--- config.mk ---
export PLATFORM = sky130hd
export DESIGN_NAME = multichannel_debounce_pulse_events
export DESIGN_NICKNAME = d
export VERILOG_FILES = /design/src/sv/mdpe_pkg.sv /design/src/sv/mdpe_csr.sv /design/src/sv/mdpe_qualify.sv /design/src/sv/multichannel_debounce_pulse_events.sv
export SDC_FILE = /design/constraint.sdc
export NUM_CORES = 1
export LEC_CHECK = 0
export BUFFER_PORTS_ARGS = -buffer_cell sky130_fd_sc_hd__buf_2
export CAP_MARGIN = 5
export CORE_MARGIN = 2
export CORE_UTILIZATION = 67
export CTS_CLUSTER_SIZE = 28
export DETAILED_ROUTE_END_ITERATION = 16
export GPL_TIMING_DRIVEN = 0
export PLACE_DENSITY = 0.86
export SLEW_MARGIN = 20
export SYNTH_ARGS = -nofsm -noshare
export SYNTH_HDL_FRONTEND = slang
export SYNTH_SLANG_ARGS = --single-unit
--- constraint.sdc ---
create_clock -name clock -period 15 [get_ports clock]
set_input_delay 0.75 -clock clock [delete_from_list [all_inputs] [get_ports clock]]
set_output_delay 0.75 -clock clock [all_outputs]
set_load 0.1 [all_outputs]
--- src/sv/mdpe_pkg.sv ---
`timescale 1ns / 1ps

package mdpe_pkg;

   localparam int CHANNELS_DEFAULT  = 8;
   localparam int TIME_BITS_DEFAULT = 32;

   localparam int CHAN_W    = 3;
   localparam int NOW_W     = 32;
   localparam int DEB_W     = 16;
   localparam int MODES_W   = 16;
   localparam int INVERT_W  = 8;
   localparam int DEB_REG_W = 64;
   localparam int CSR_W     = 64;
   localparam int CSR_IDX_W = 2;
   localparam int REQ_W     = 40;
   localparam int RSP_W     = 8;

   localparam logic [CSR_IDX_W-1:0] REG_MODES    = 2'd0;
   localparam logic [CSR_IDX_W-1:0] REG_INVERT   = 2'd1;
   localparam logic [CSR_IDX_W-1:0] REG_DEB_LOW  = 2'd2;
   localparam logic [CSR_IDX_W-1:0] REG_DEB_HIGH = 2'd3;

   localparam logic [1:0] MODE_INPUT  = 2'd0;
   localparam logic [1:0] MODE_FLAG   = 2'd1;
   localparam logic [1:0] MODE_OUTPUT = 2'd2;
   localparam logic [1:0] MODE_OFF    = 2'd3;

   localparam logic ACT_TICK = 1'b0;
   localparam logic ACT_SET  = 1'b1;

   typedef struct packed {
      logic [1:0]       mode;
      logic             invert;
      logic [DEB_W-1:0] deb_ms;
   } chan_cfg_type;

   typedef struct packed {
      logic changed;
      logic rising;
      logic level_high;
      logic stable_state;
      logic bit_write;
      logic bit_value;
      logic pin_write;
      logic pin_value;
   } result_type;

endpackage

--- src/sv/mdpe_csr.sv ---
`timescale 1ns / 1ps

module mdpe_csr (
   input  logic                                clock,
   input  logic                                reset,
   input  logic                                csr_wen,
   input  logic [mdpe_pkg::CSR_IDX_W-1:0]      csr_index,
   input  logic [mdpe_pkg::CSR_W-1:0]          csr_wdata,
   input  logic [mdpe_pkg::CHAN_W-1:0]         sel_channel,
   output mdpe_pkg::chan_cfg_type              sel_cfg
);

   logic [mdpe_pkg::MODES_W-1:0]   modes_ff;
   logic [mdpe_pkg::INVERT_W-1:0]  invert_ff;
   logic [mdpe_pkg::DEB_REG_W-1:0] deb_low_ff;
   logic [mdpe_pkg::DEB_REG_W-1:0] deb_high_ff;
   logic [mdpe_pkg::DEB_REG_W-1:0] deb_reg;

   always_ff @(posedge clock) begin
      if (reset) begin
         modes_ff    <= '0;
         invert_ff   <= '0;
         deb_low_ff  <= '0;
         deb_high_ff <= '0;
      end else if (csr_wen) begin
         case (csr_index)
            mdpe_pkg::REG_MODES: begin
               modes_ff <= csr_wdata[mdpe_pkg::MODES_W-1:0];
            end
            mdpe_pkg::REG_INVERT: begin
               invert_ff <= csr_wdata[mdpe_pkg::INVERT_W-1:0];
            end
            mdpe_pkg::REG_DEB_LOW: begin
               deb_low_ff <= csr_wdata;
            end
            mdpe_pkg::REG_DEB_HIGH: begin
               deb_high_ff <= csr_wdata;
            end
            default: begin
            end
         endcase
      end
   end

   // channels zero to three live in the low register
   assign deb_reg = sel_channel[2] ? deb_high_ff : deb_low_ff;

   always_comb begin
      sel_cfg.mode   = modes_ff[{sel_channel, 1'b0} +: 2];
      sel_cfg.invert = invert_ff[sel_channel];
      sel_cfg.deb_ms = deb_reg[{sel_channel[1:0], 4'b0000} +: mdpe_pkg::DEB_W];
   end

endmodule

--- src/sv/mdpe_qualify.sv ---
`timescale 1ns / 1ps

module mdpe_qualify #(
   parameter int CHANNELS  = mdpe_pkg::CHANNELS_DEFAULT,
   parameter int TIME_BITS = mdpe_pkg::TIME_BITS_DEFAULT
) (
   input  logic                          clock,
   input  logic                          reset,
   input  logic                          update,
   input  logic                          item_action,
   input  logic [mdpe_pkg::CHAN_W-1:0]   item_channel,
   input  logic [TIME_BITS-1:0]          item_now,
   input  logic                          item_pin,
   input  logic                          item_flag,
   input  logic                          item_setv,
   input  mdpe_pkg::chan_cfg_type        cfg,
   output mdpe_pkg::result_type          result
);

   localparam int IDX_W = (CHANNELS > 1) ? $clog2(CHANNELS) : 1;

   logic                 comm_ff  [0:CHANNELS-1];
   logic                 samp_ff  [0:CHANNELS-1];
   logic [TIME_BITS-1:0] stamp_ff [0:CHANNELS-1];
   logic                 armed_ff [0:CHANNELS-1];

   logic [IDX_W-1:0]     idx;
   logic                 old_comm;
   logic                 cur_samp;
   logic [TIME_BITS-1:0] cur_stamp;
   logic                 cur_armed;
   logic                 comm_in;
   logic                 samp_in;
   logic [TIME_BITS-1:0] stamp_in;
   logic                 armed_in;
   logic                 pin_lvl;
   logic [TIME_BITS-1:0] stamp_sel;
   logic [TIME_BITS-1:0] elapsed;
   logic                 timed_out;
   logic                 is_out;
   logic                 level;
   logic                 bw;
   logic                 bv;
   logic                 drive;

   assign idx       = item_channel[IDX_W-1:0];
   assign old_comm  = comm_ff[idx];
   assign cur_samp  = samp_ff[idx];
   assign cur_stamp = stamp_ff[idx];
   assign cur_armed = armed_ff[idx];
   assign pin_lvl   = item_pin ^ cfg.invert;
   assign is_out    = (cfg.mode == mdpe_pkg::MODE_OUTPUT);

   // a fresh input change restarts the timer on this very item
   assign stamp_sel = (item_action == mdpe_pkg::ACT_TICK && cfg.mode == mdpe_pkg::MODE_INPUT &&
                       pin_lvl != cur_samp) ? item_now : cur_stamp;
   assign elapsed   = item_now - stamp_sel;
   assign timed_out = (elapsed >= TIME_BITS'(cfg.deb_ms));

   always_comb begin
      comm_in  = old_comm;
      samp_in  = cur_samp;
      stamp_in = cur_stamp;
      armed_in = cur_armed;
      level    = 1'b0;
      bw       = 1'b0;
      bv       = 1'b0;
      drive    = 1'b0;
      if (item_action == mdpe_pkg::ACT_SET) begin
         if (cfg.mode == mdpe_pkg::MODE_FLAG || cfg.mode == mdpe_pkg::MODE_OUTPUT) begin
            comm_in = item_setv;
            bw      = 1'b1;
            bv      = item_setv;
            drive   = is_out;
         end
      end else begin
         case (cfg.mode)
            mdpe_pkg::MODE_INPUT: begin
               level    = pin_lvl;
               samp_in  = pin_lvl;
               stamp_in = stamp_sel;
               if (pin_lvl != old_comm && timed_out) begin
                  comm_in = pin_lvl;
                  bw      = 1'b1;
                  bv      = pin_lvl;
               end
            end
            mdpe_pkg::MODE_FLAG, mdpe_pkg::MODE_OUTPUT: begin
               level = item_flag;
               // pulse expiry
               if (cfg.deb_ms != '0 && cur_armed && timed_out) begin
                  level    = 1'b0;
                  armed_in = 1'b0;
                  comm_in  = 1'b0;
                  bw       = 1'b1;
                  bv       = 1'b0;
                  drive    = is_out;
               end
               if (level != comm_in) begin
                  armed_in = level;
                  if (level) begin
                     stamp_in = item_now;
                  end
                  comm_in = level;
                  bw      = 1'b1;
                  bv      = level;
                  drive   = is_out;
               end
            end
            default: begin
            end
         endcase
      end
   end

   always_comb begin
      result.changed      = (comm_in != old_comm);
      result.rising       = (comm_in != old_comm) & comm_in;
      result.level_high   = level;
      result.stable_state = comm_in;
      result.bit_write    = bw;
      result.bit_value    = bv;
      result.pin_write    = drive;
      result.pin_value    = drive & (comm_in ^ cfg.invert);
   end

   always_ff @(posedge clock) begin
      if (reset) begin
         for (int i = 0; i < CHANNELS; i++) begin
            comm_ff[i]  <= 1'b0;
            samp_ff[i]  <= 1'b0;
            stamp_ff[i] <= '0;
            armed_ff[i] <= 1'b0;
         end
      end else if (update) begin
         comm_ff[idx]  <= comm_in;
         samp_ff[idx]  <= samp_in;
         stamp_ff[idx] <= stamp_in;
         armed_ff[idx] <= armed_in;
      end
   end

endmodule

--- src/sv/multichannel_debounce_pulse_events.sv ---
`timescale 1ns / 1ps

// Per-channel debounce and monostable pulse qualifier, up to eight channels.
// req_ channel: one word per item, naming a channel and a millisecond time;
// req_tuser selects a periodic tick or a software set-state.
// rsp_ channel: one word per item with edge, level, status bit write-back and
// pin drive. An item for a channel at or beyond CHANNELS gives no word.
// csr_ port: register writes (modes, invert mask, two debounce time banks),
// taken at any edge with csr_wen high; write only while the block is idle.
// A word accepted is held in the input register while it is processed, and its
// result is registered into the output register that drives rsp_.
// Throughput: one item per cycle while rsp_ does not stall; the per-channel
// state is read and written back in the same cycle, so consecutive items on
// one channel see each other's updates without delay.
// Stall: while rsp_tready is low the result holds; one more item may wait in
// the input register, after which req_tready drops.
// Reset: zeroes all channel state, the CSR registers and both valid flags;
// no clearing pass is needed and an item may be accepted right after reset.
module multichannel_debounce_pulse_events #(
   parameter int CHANNELS  = mdpe_pkg::CHANNELS_DEFAULT,
   parameter int TIME_BITS = mdpe_pkg::TIME_BITS_DEFAULT
) (
   input  logic                              clock,
   input  logic                              reset,
   input  logic                              req_tvalid,
   output logic                              req_tready,
   // channel, now_ms, pin_level, flag_level, set_value, zero fill
   input  logic [mdpe_pkg::REQ_W-1:0]        req_tdata,
   // action
   input  logic                              req_tuser,
   output logic                              rsp_tvalid,
   input  logic                              rsp_tready,
   // changed, rising, level_high, stable_state, bit_write, bit_value,
   // pin_write, pin_value
   output logic [mdpe_pkg::RSP_W-1:0]        rsp_tdata,
   input  logic                              csr_wen,
   input  logic [mdpe_pkg::CSR_IDX_W-1:0]    csr_index,
   input  logic [mdpe_pkg::CSR_W-1:0]        csr_wdata
);

   logic                              s1_valid_ff;
   logic                              s1_valid_in;
   logic                              s1_action_ff;
   logic [mdpe_pkg::CHAN_W-1:0]       s1_channel_ff;
   logic [TIME_BITS-1:0]              s1_now_ff;
   logic                              s1_pin_ff;
   logic                              s1_flag_ff;
   logic                              s1_setv_ff;
   logic                              rsp_valid_ff;
   logic                              rsp_valid_in;
   logic [mdpe_pkg::RSP_W-1:0]        rsp_data_ff;
   logic                              advance;
   logic                              in_range;
   logic                              update;
   mdpe_pkg::chan_cfg_type            cfg;
   mdpe_pkg::result_type              result;

   assign advance    = !rsp_valid_ff || rsp_tready;
   assign req_tready = !s1_valid_ff || advance;
   assign in_range   = ({1'b0, s1_channel_ff} < 4'(CHANNELS));
   assign update     = s1_valid_ff && advance && in_range;

   assign s1_valid_in  = req_tready ? req_tvalid : s1_valid_ff;
   assign rsp_valid_in = advance ? (s1_valid_ff && in_range) : rsp_valid_ff;

   always_ff @(posedge clock) begin
      if (reset) begin
         s1_valid_ff  <= 1'b0;
         rsp_valid_ff <= 1'b0;
      end else begin
         s1_valid_ff  <= s1_valid_in;
         rsp_valid_ff <= rsp_valid_in;
      end
   end

   always_ff @(posedge clock) begin
      if (req_tvalid && req_tready) begin
         s1_action_ff  <= req_tuser;
         s1_channel_ff <= req_tdata[2:0];
         s1_now_ff     <= req_tdata[3 +: TIME_BITS];
         s1_pin_ff     <= req_tdata[35];
         s1_flag_ff    <= req_tdata[36];
         s1_setv_ff    <= req_tdata[37];
      end
   end

   always_ff @(posedge clock) begin
      if (update) begin
         rsp_data_ff <= {result.pin_value, result.pin_write, result.bit_value,
                         result.bit_write, result.stable_state, result.level_high,
                         result.rising, result.changed};
      end
   end

   assign rsp_tvalid = rsp_valid_ff;
   assign rsp_tdata  = rsp_data_ff;

   mdpe_csr u_csr (
      .clock       (clock),
      .reset       (reset),
      .csr_wen     (csr_wen),
      .csr_index   (csr_index),
      .csr_wdata   (csr_wdata),
      .sel_channel (s1_channel_ff),
      .sel_cfg     (cfg)
   );

   mdpe_qualify #(
      .CHANNELS  (CHANNELS),
      .TIME_BITS (TIME_BITS)
   ) u_qualify (
      .clock        (clock),
      .reset        (reset),
      .update       (update),
      .item_action  (s1_action_ff),
      .item_channel (s1_channel_ff),
      .item_now     (s1_now_ff),
      .item_pin     (s1_pin_ff),
      .item_flag    (s1_flag_ff),
      .item_setv    (s1_setv_ff),
      .cfg          (cfg),
      .result       (result)
   );

   // an item for a missing channel never produces a word
   assert property (@(posedge clock) disable iff (reset)
      (s1_valid_ff && advance && !in_range) |=> !rsp_tvalid)
      else $error("result produced for out of range channel");

   // the input side only stalls with both stages full
   assert property (@(posedge clock) disable iff (reset)
      !req_tready |-> (s1_valid_ff && rsp_valid_ff && !rsp_tready))
      else $error("input stalled with room in pipeline");

   // write-back value and drive value only with their strobes
   assert property (@(posedge clock) disable iff (reset)
      rsp_tvalid |-> ((rsp_tdata[4] || !rsp_tdata[5]) && (rsp_tdata[6] || !rsp_tdata[7])))
      else $error("value reported without write strobe");

   // a rising edge always leaves the committed level high
   assert property (@(posedge clock) disable iff (reset)
      (rsp_tvalid && rsp_tdata[1]) |-> (rsp_tdata[0] && rsp_tdata[3]))
      else $error("rising edge inconsistent with committed level");

endmodule
==> results_tabular.tex, run 1 <==
\begin{tabular}{lr}
\hline
Metric & Value \\
\hline
\multicolumn{2}{l}{\textbf{Outcome}} \\
\quad Status & finished, final reports clean \\
\multicolumn{2}{l}{\textbf{Die}} \\
\quad Initial core utilization & 67.5\% \\
\quad Y dimension of the die & 193 um \\
\quad Die span in x & approximately 190 um \\
\quad Area of the core & 35300 sq um \\
\quad Area enclosed by the die boundary & about 37000 sq um \\
\quad Count of standard-cell rows & 69 \\
\quad I/O pin count & 122 \\
\multicolumn{2}{l}{\textbf{Timing}} \\
\quad Final worst clock skew & 0.0364 ns \\
\quad Final clock period utilization by the worst path & 80.5\% \\
\quad Worst slew margin relative to its limit & 29.9\% \\
\quad Final setup violating endpoints & 0 \\
\quad Setup total negative slack & 0 ns \\
\quad Final setup slack of the worst path & 2.92 ns \\
\quad Transition time at the pin with the least slew margin & 1.05 ns \\
\quad Min Clock Period, post-route & 12.08 ns \\
\quad Maximum clock frequency & between 80 and 90 MHz \\
\quad RSZ-0062 raised after global routing & false \\
\quad Hold Violations, Final & 0 \\
\quad Max Slew Vio Count & 0 \\
\quad Post-Route Hold Slack & approximately 0.30 ns \\
\multicolumn{2}{l}{\textbf{Critical path}} \\
\quad Maximum fanout along the worst path & 10 \\
\quad Data arrival, critical path & 12.38 ns \\
\quad Critical Path Start Type & flip-flop \\
\quad Crit path capture type & flip-flop \\
\quad Dominant cell type by count on the critical path & sky130\_fd\_sc\_hd\_\_clkbuf\_1 \\
\quad Crit path kind & reg2reg \\
\quad Slowest-stage cell, CP & sky130\_fd\_sc\_hd\_\_clkbuf\_1 \\
\quad Worst EP required & 15.30 ns \\
\quad CP max stage delay & 0.70 ns \\
\multicolumn{2}{l}{\textbf{Logic synthesis}} \\
\quad Post-Syn Nets & 2277 \\
\quad Seq cells post-synth & 484 \\
\quad Leading post-synthesis cells by instance count & sky130\_fd\_sc\_hd\_\_nand2\_1, sky130\_fd\_sc\_hd\_\_edfxtp\_1, sky130\_fd\_sc\_hd\_\_o22ai\_1 \\
\quad Largest area contributor in the synthesized netlist & sky130\_fd\_sc\_hd\_\_edfxtp\_1 \\
\quad Cells after Synth & 2111 \\
\quad Adder-Cell Fraction of Synth Area & 2.86\% \\
\quad Synthesized area divided by synthesized cell count & 11.3 sq um \\
\quad Part of the Yosys area used for sequential elements & a little over half \\
\quad Total standard cell area after synthesis & 23800 sq um \\
\quad Distinct cells, synth & 74 \\
\quad Largest family of logic cells by synthesized area & compound AO/OA/AOI/OAI gates \\
\quad Most used flip-flop cell after synthesis & sky130\_fd\_sc\_hd\_\_edfxtp\_1 \\
\quad Most numerous cell in the Yosys netlist & sky130\_fd\_sc\_hd\_\_nand2\_1 \\
\quad Share of the synthesized netlist area taken by xor and xnor gates & less than 1\% \\
\quad Yosys warns & 0 \\
\quad Ys async rst share & 0\% \\
\quad Mux cell area share after synthesis & between 10\% and 20\% \\
\quad Area share of and/or/nand/nor cells after synthesis & 10.8\% \\
\quad Largest cells by area after synthesis & sky130\_fd\_sc\_hd\_\_edfxtp\_1, sky130\_fd\_sc\_hd\_\_dfxtp\_1, sky130\_fd\_sc\_hd\_\_mux4\_2, sky130\_fd\_sc\_hd\_\_nand2\_1, sky130\_fd\_sc\_hd\_\_o22ai\_1 \\
\quad Number of synthesized flops with an enable pin & approximately 330 \\
\quad Synth Area in Compound Gates & 14.5\% \\
\quad Yosys top cell area share & 41.2\% \\
\multicolumn{2}{l}{\textbf{Placed design}} \\
\quad Final HPWL from detailed placement & $\sim$50 mm \\
\quad Placed insts & 2698 \\
\quad Setup WS pre-CTS & 3.20 ns \\
\quad Count of input and output buffers & 118 \\
\quad Routability cong. & 0.955 \\
\multicolumn{2}{l}{\textbf{Drt}} \\
\quad Wirelength, routed & 71.5 mm \\
\quad Residual DRC count & 0 \\
\quad Count of vias placed by the detailed router & $\sim$20000 \\
\quad Drt via density & 7.06 \\
\quad Average routed wire per standard cell & $\sim$26 um \\
\quad Router iterations before antenna repair & 6 \\
\quad Number of DRC violations after detailed-routing iteration 0 & 2666 \\
\quad Number of routed nets with antenna violations & 0 \\
\multicolumn{2}{l}{\textbf{Layout}} \\
\quad Layout overhead on the synthesized area & 12.1\% \\
\quad Finished Layout Cells & 2785 \\
\quad Number of nets in the layout & 2453 \\
\quad Ratio of cells with drive above 1 in the final layout & 16.1\% \\
\multicolumn{2}{l}{\textbf{Global route}} \\
\quad GR Util All Layers & 38.8\% \\
\quad Number of global-route vias before repair & 19300 \\
\quad First-pass GRT wire length & 107 mm \\
\quad Largest net degree at the start of global routing & 36 \\
\quad Initial antenna violation count & 1 \\
\quad Overflow after GRT & 0 \\
\multicolumn{2}{l}{\textbf{CTS}} \\
\quad Setup fix buffers added after clock tree synthesis & 0 \\
\quad CTS sink cnt & slightly below 500 \\
\quad Number of H-tree branching levels & 2 \\
\quad Clk slew on worst S/H paths & 0.06 ns \\
\quad CTS tree & done \\
\quad Clock latency on the worst-skew pair & 0.62 ns \\
\quad Root buffer cell & sky130\_fd\_sc\_hd\_\_clkbuf\_16 \\
\quad Number of gates resized after CTS & 0 \\
\quad Number of hold buffers added after CTS & 0 \\
\quad Number of clock buffers inserted by TritonCTS & 48 \\
\quad Buffer depth of the longest clock path & 3 \\
\multicolumn{2}{l}{\textbf{Power and ir drop}} \\
\quad Peak supply drop & 0.106 mV \\
\quad Power consumption & around 3400 uW \\
\quad Cell area power density & 126 nW/um\^{}2 \\
\quad Leakage power & roughly 0.0096 uW \\
\multicolumn{2}{l}{\textbf{Hold path}} \\
\quad Worst min-delay path category & in2reg \\
\multicolumn{2}{l}{\textbf{Run}} \\
\quad Number of violations of the max-capacitance limit & 0 \\
\hline
\end{tabular}
-- power breakdown --
part / internal (uW) / switching, uW
Combinational: 245 / 444
Sequential: 1480 / 26.2
Clock: 642 / 522
-- metal layers --
layer / vias up / part of all wire (%) / global-route usage [%]
li1: 8386 / - / -
met1: 9210 / 33 / 46.6
met2: 1697 / 48 / 63.6
met3: 358 / 13 / 9.02
met4: 0 / 6.2 / 23.9
met5: - / 0 / 0
-- cell families (layout without fill, tap and decap cells) --
logic type,count (synthesis),in the layout
XOR/XNOR,22,22
flip-flops,484,484
adder cells (fa/ha/maj),54,54
other,0,1
AND/OR/NAND/NOR,609,609
multiplexers,181,181
buffers and inverters,187,399
AO/OA/AOI/OAI,574,574
-- critical path: cells and delay by family, from the launching register on --
kind,cells,cell delay (ns)
AND/OR/NAND/NOR,9,2.34
XOR/XNOR,1,0.17
AO/OA/AOI/OAI,16,3.98
buffers and inverters,8,3.72
flip-flops,1,0.33
adder cells (fa/ha/maj),4,1.23
-- stage by stage --
stage	utilization [%]	instance area, sq um
floorplan	-	23800
global placement	70.8	25000
detailed placement	71.5	25200
CTS	75.7	26700
global route	75.7	26700
finish	75.7	26700
-- final timing paths --
path	to	from	depth (start not counted)	slack [ns]
worst min register to register	u_csr.deb_high_ff[24]	u_csr.deb_high_ff[24]	2	0.45
worst max-delay path	u_qualify.stamp_ff[7][21]	s1_channel_ff[0]	38	2.92
worst min-delay path	s1_now_ff[13]	req_tdata[16]	1	0.30
worst max register to register	u_qualify.stamp_ff[7][21]	s1_channel_ff[0]	38	2.92
-- sequential cells by signal (all words and copies together), names as in the netlist, 3 cells and up, named ones only --
register,flops
u_csr.deb_high_ff,64
rsp_tdata,8
s1_channel_ff,3
u_csr.modes_ff,16
u_csr.deb_low_ff,64
u_qualify.samp_ff,8
u_csr.invert_ff,8
u_qualify.armed_ff,8
u_qualify.stamp_ff,256
s1_now_ff,32
u_qualify.comm_ff,8
-- layout make-up --
type	instances	area [sq um]
fill	2190	8580
timing repair buffer	126	788
sequential	484	13000
multi-input combinational	1440	10100
inverter	21	78.8
tap	461	577
buffer	166	763
clock buffer	64	1330
antenna	1	2.50
clock inverter	22	150
-- cell usage in the layout (no fill, tap or decap), types with 13 or more instances in the layout --
| cell | n |
|---|---|
| sky130_fd_sc_hd__a21o_1 | 13 |
| sky130_fd_sc_hd__o22ai_1 | 245 |
| sky130_fd_sc_hd__mux2i_1 | 70 |
| sky130_fd_sc_hd__clkbuf_16 | 50 |
| sky130_fd_sc_hd__edfxtp_1 | 327 |
| sky130_fd_sc_hd__xnor2_1 | 13 |
| sky130_fd_sc_hd__inv_1 | 20 |
| sky130_fd_sc_hd__dfxtp_1 | 157 |
| sky130_fd_sc_hd__mux4_2 | 106 |
| sky130_fd_sc_hd__ha_1 | 53 |
| sky130_fd_sc_hd__nor2_1 | 82 |
| sky130_fd_sc_hd__buf_2 | 151 |
| sky130_fd_sc_hd__a21oi_1 | 188 |
| sky130_fd_sc_hd__nand3_1 | 15 |
| sky130_fd_sc_hd__nand4_1 | 17 |
| sky130_fd_sc_hd__buf_1 | 14 |
| sky130_fd_sc_hd__nand2_1 | 417 |
| sky130_fd_sc_hd__clkbuf_1 | 115 |
| sky130_fd_sc_hd__o21ai_0 | 57 |
No activity file was read; power rests on OpenSTA's default activity.
==> run 2: changes to the inputs <==
--- a/config.mk
+++ b/config.mk
@@ -8,11 +8,11 @@
 export BUFFER_PORTS_ARGS = -buffer_cell sky130_fd_sc_hd__buf_2
 export CAP_MARGIN = 5
 export CORE_MARGIN = 2
-export CORE_UTILIZATION = 67
+export CORE_UTILIZATION = 56
 export CTS_CLUSTER_SIZE = 28
 export DETAILED_ROUTE_END_ITERATION = 16
 export GPL_TIMING_DRIVEN = 0
-export PLACE_DENSITY = 0.86
+export PLACE_DENSITY = 0.77
 export SLEW_MARGIN = 20
 export SYNTH_ARGS = -nofsm -noshare
 export SYNTH_HDL_FRONTEND = slang
==> constraint.sdc (replaced) <==
create_clock -name clock -period 10.8 [get_ports clock]
set_input_delay 0.54 -clock clock [delete_from_list [all_inputs] [get_ports clock]]
set_output_delay 0.54 -clock clock [all_outputs]
set_load 0.1 [all_outputs]
==> results_tabular.tex, run 2 (synthesis results as in run 1) <==
\begin{tabular}{lr}
\hline
Metric & Value \\
\hline
\multicolumn{2}{l}{\textbf{Outcome}} \\
\quad Status & finished, final reports clean \\
\multicolumn{2}{l}{\textbf{Die}} \\
\quad Die span in x & 210 um \\
\quad I/O pin count & roughly 120 \\
\quad Area of the core & 41900 sq um \\
\quad Count of standard-cell rows & 75 \\
\quad Initial core utilization & 56.9\% \\
\quad Area enclosed by the die boundary & 44300 sq um \\
\quad Y dimension of the die & 210 um \\
\multicolumn{2}{l}{\textbf{Timing}} \\
\quad Final worst clock skew & between 0.03 and 0.04 ns \\
\quad Worst slew margin relative to its limit & 20.2\% \\
\quad Final setup violating endpoints & 0 \\
\quad Min Clock Period, post-route & between 10 and 15 ns \\
\quad Transition time at the pin with the least slew margin & 1.20 ns \\
\quad Maximum clock frequency & 98.7 MHz \\
\quad Post-Route Hold Slack & 0.0942 ns \\
\quad Max Slew Vio Count & 0 \\
\quad Hold Violations, Final & 0 \\
\quad Final clock period utilization by the worst path & 93.8\% \\
\multicolumn{2}{l}{\textbf{CTS}} \\
\quad Root buffer cell & sky130\_fd\_sc\_hd\_\_clkbuf\_16 \\
\quad Clock latency on the worst-skew pair & between 0.6 and 0.7 ns \\
\quad Clk slew on worst S/H paths & 0.06 ns \\
\quad CTS sink cnt & 484 \\
\quad Number of clock buffers inserted by TritonCTS & 49 \\
\quad Buffer depth of the longest clock path & 3 \\
\quad Number of H-tree branching levels & 2 \\
\quad Number of hold buffers added after CTS & 0 \\
\quad CTS tree & done \\
\multicolumn{2}{l}{\textbf{Drt}} \\
\quad Number of DRC violations after detailed-routing iteration 0 & 2370 \\
\quad Average routed wire per standard cell & 24.7 um \\
\quad Wirelength, routed & 70.6 mm \\
\quad Drt via density & around 6.7 \\
\quad Count of vias placed by the detailed router & 19000 \\
\quad Residual DRC count & 0 \\
\quad Number of routed nets with antenna violations & 0 \\
\quad Router iterations before antenna repair & 6 \\
\multicolumn{2}{l}{\textbf{Run}} \\
\quad Number of violations of the max-capacitance limit & 0 \\
\multicolumn{2}{l}{\textbf{Layout}} \\
\quad Utilization after layout & 64.0\% \\
\quad Most common cell after layout, fill and taps aside & sky130\_fd\_sc\_hd\_\_nand2\_1 \\
\quad Registers with the highest flip-flop counts & u\_qualify.stamp\_ff x256, u\_csr.deb\_high\_ff x64, u\_csr.deb\_low\_ff x64 \\
\quad Number of nets in the layout & between 2000 and 2500 \\
\quad Layout overhead on the synthesized area & 12.5\% \\
\quad Ratio of cells with drive above 1 in the final layout & 16.9\% \\
\quad Largest reg by FF count & u\_qualify.stamp\_ff \\
\quad Antenna fix cells & 0 \\
\quad Largest register FFs & $\sim$260 \\
\quad Highest-count cells in the layout ignoring fill and taps & sky130\_fd\_sc\_hd\_\_nand2\_1, sky130\_fd\_sc\_hd\_\_edfxtp\_1, sky130\_fd\_sc\_hd\_\_o22ai\_1, sky130\_fd\_sc\_hd\_\_a21oi\_1, sky130\_fd\_sc\_hd\_\_dfxtp\_1 \\
\multicolumn{2}{l}{\textbf{Power and ir drop}} \\
\quad Cell area power density & 174 nW/um\^{}2 \\
\quad Switching share of total power & between 20 and 30\% \\
\quad Leakage power & 0.00966 uW \\
\quad Peak supply drop & 0.130 mV \\
\quad Share of total power in sequential cells & 44.6\% \\
\quad Clk network pwr share & 35.1\% \\
\quad Switching Power & 1370 uW \\
\quad Cell internal pwr & 3310 uW \\
\quad Comb pwr share & 20.3\% \\
\multicolumn{2}{l}{\textbf{Placed design}} \\
\quad Routability cong. & 0.982 \\
\quad Final HPWL from detailed placement & around 50 mm \\
\quad Count of input and output buffers & 118 \\
\multicolumn{2}{l}{\textbf{Global route}} \\
\quad First-pass GRT wire length & approximately 110 mm \\
\quad Initial antenna violation count & 1 \\
\quad GR Util All Layers & 31.9\% \\
\quad Overflow after GRT & 0 \\
\quad Number of global-route vias before repair & 19000 \\
\quad Largest net degree at the start of global routing & 36 \\
\multicolumn{2}{l}{\textbf{Critical path}} \\
\quad Dominant cell type by count on the critical path & sky130\_fd\_sc\_hd\_\_ha\_1 \\
\quad Worst EP required & 11.11 ns \\
\quad Data arrival, critical path & 10.44 ns \\
\quad Critical Path Start Type & flip-flop \\
\quad Slowest-stage cell, CP & sky130\_fd\_sc\_hd\_\_or4\_4 \\
\quad Crit path kind & reg2reg \\
\quad Crit path capture type & flip-flop \\
\quad CP max stage delay & 0.59 ns \\
\quad Maximum fanout along the worst path & 10 \\
\multicolumn{2}{l}{\textbf{Hold path}} \\
\quad Worst min-delay path category & in2reg \\
\hline
\end{tabular}
[run 2: changes by cell type in the layout (fill, tap and decap cells not counted), moves of 3 or more]
cell | previous run | this run
sky130_fd_sc_hd__buf_1 | 14 | 10
sky130_fd_sc_hd__buf_4 | 2 | 6
sky130_fd_sc_hd__clkbuf_2 | 1 | 15
sky130_fd_sc_hd__clkbuf_1 | 115 | 93
sky130_fd_sc_hd__nand2b_4 | 1 | 4
sky130_fd_sc_hd__nand2b_2 | 7 | 4
sky130_fd_sc_hd__clkbuf_8 | 3 | 7
[run 2: path summary, 6_finish.rpt]
path	to	cells after the start	start	slack, ns
max	u_qualify.stamp_ff[7][24]	37	s1_channel_ff[0]	0.67
min	s1_now_ff[15]	1	req_tdata[18]	0.09
max reg2reg	u_qualify.stamp_ff[7][24]	37	s1_channel_ff[0]	0.67
min reg2reg	u_csr.modes_ff[9]	2	u_csr.modes_ff[9]	0.45
[run 2: cell type report]
cell class / instances / area (sq um)
flip-flops and latches: 484 / 13000
fillers: 3245 / 15100
repair buffers: 126 / 743
inverters: 21 / 78.8
clock buffers: 64 / 1380
plain buffers: 161 / 778
clock inverters: 17 / 126
well taps: 539 / 674
multi-input cells: 1440 / 10100
[run 2: stage by stage]
stage | setup TNS [ns] | instance area, sq um | setup slack, ns | total power (uW) | std cells
3_3_place_gp | -169.57 | 25100 | -0.786 | 3020 | 2768
5_1_grt | -0.0120 | 26800 | -0.0120 | 4830 | 2852
3_5_place_dp | -232.41 | 25300 | -1.05 | 3050 | 2773
2_1_floorplan | 0 | 23800 | 1.66 | 2770 | 2111
6_report | 0 | 26800 | 0.668 | 4680 | 2852
4_1_cts | 0 | 26800 | 0.00235 | 4650 | 2852
[run 2: worst max-delay path, delay by kind of cell, from the launching register on]
family	cells	cell delay, ns
AO/OA/AOI/OAI	14	3.33
XOR/XNOR	1	0.17
adder cells (fa/ha/maj)	4	1.04
buffers and inverters	8	2.26
flip-flops	1	0.38
multiplexers	2	0.77
AND/OR/NAND/NOR	8	1.88
[run 2: power groups by stage]
stage	Clock [uW]	Sequential (uW)	Combinational, uW
2_1_floorplan	0	2130	644
3_3_place_gp	0	2120	896
3_5_place_dp	0	2120	923
4_1_cts	1630	2090	931
5_1_grt	1700	2090	1040
6_report	1640	2090	952
[run 2: per-layer routing]
metal	GRT usage, %	vias to the layer above	share of wire [%]
li1	-	8357	-
met1	39.6	9131	36
met2	52.8	1286	48
met3	6.57	257	11
met4	16.9	2	5.0
met5	0	-	0.018
[run 2: repair_timing]
action / 4_1_cts / 5_1_grt
setup buffers: 2 / 1
pin swaps: 0 / 1
gates resized for setup: 6 / 30
endpoints found under the setup margin: 266 / 264
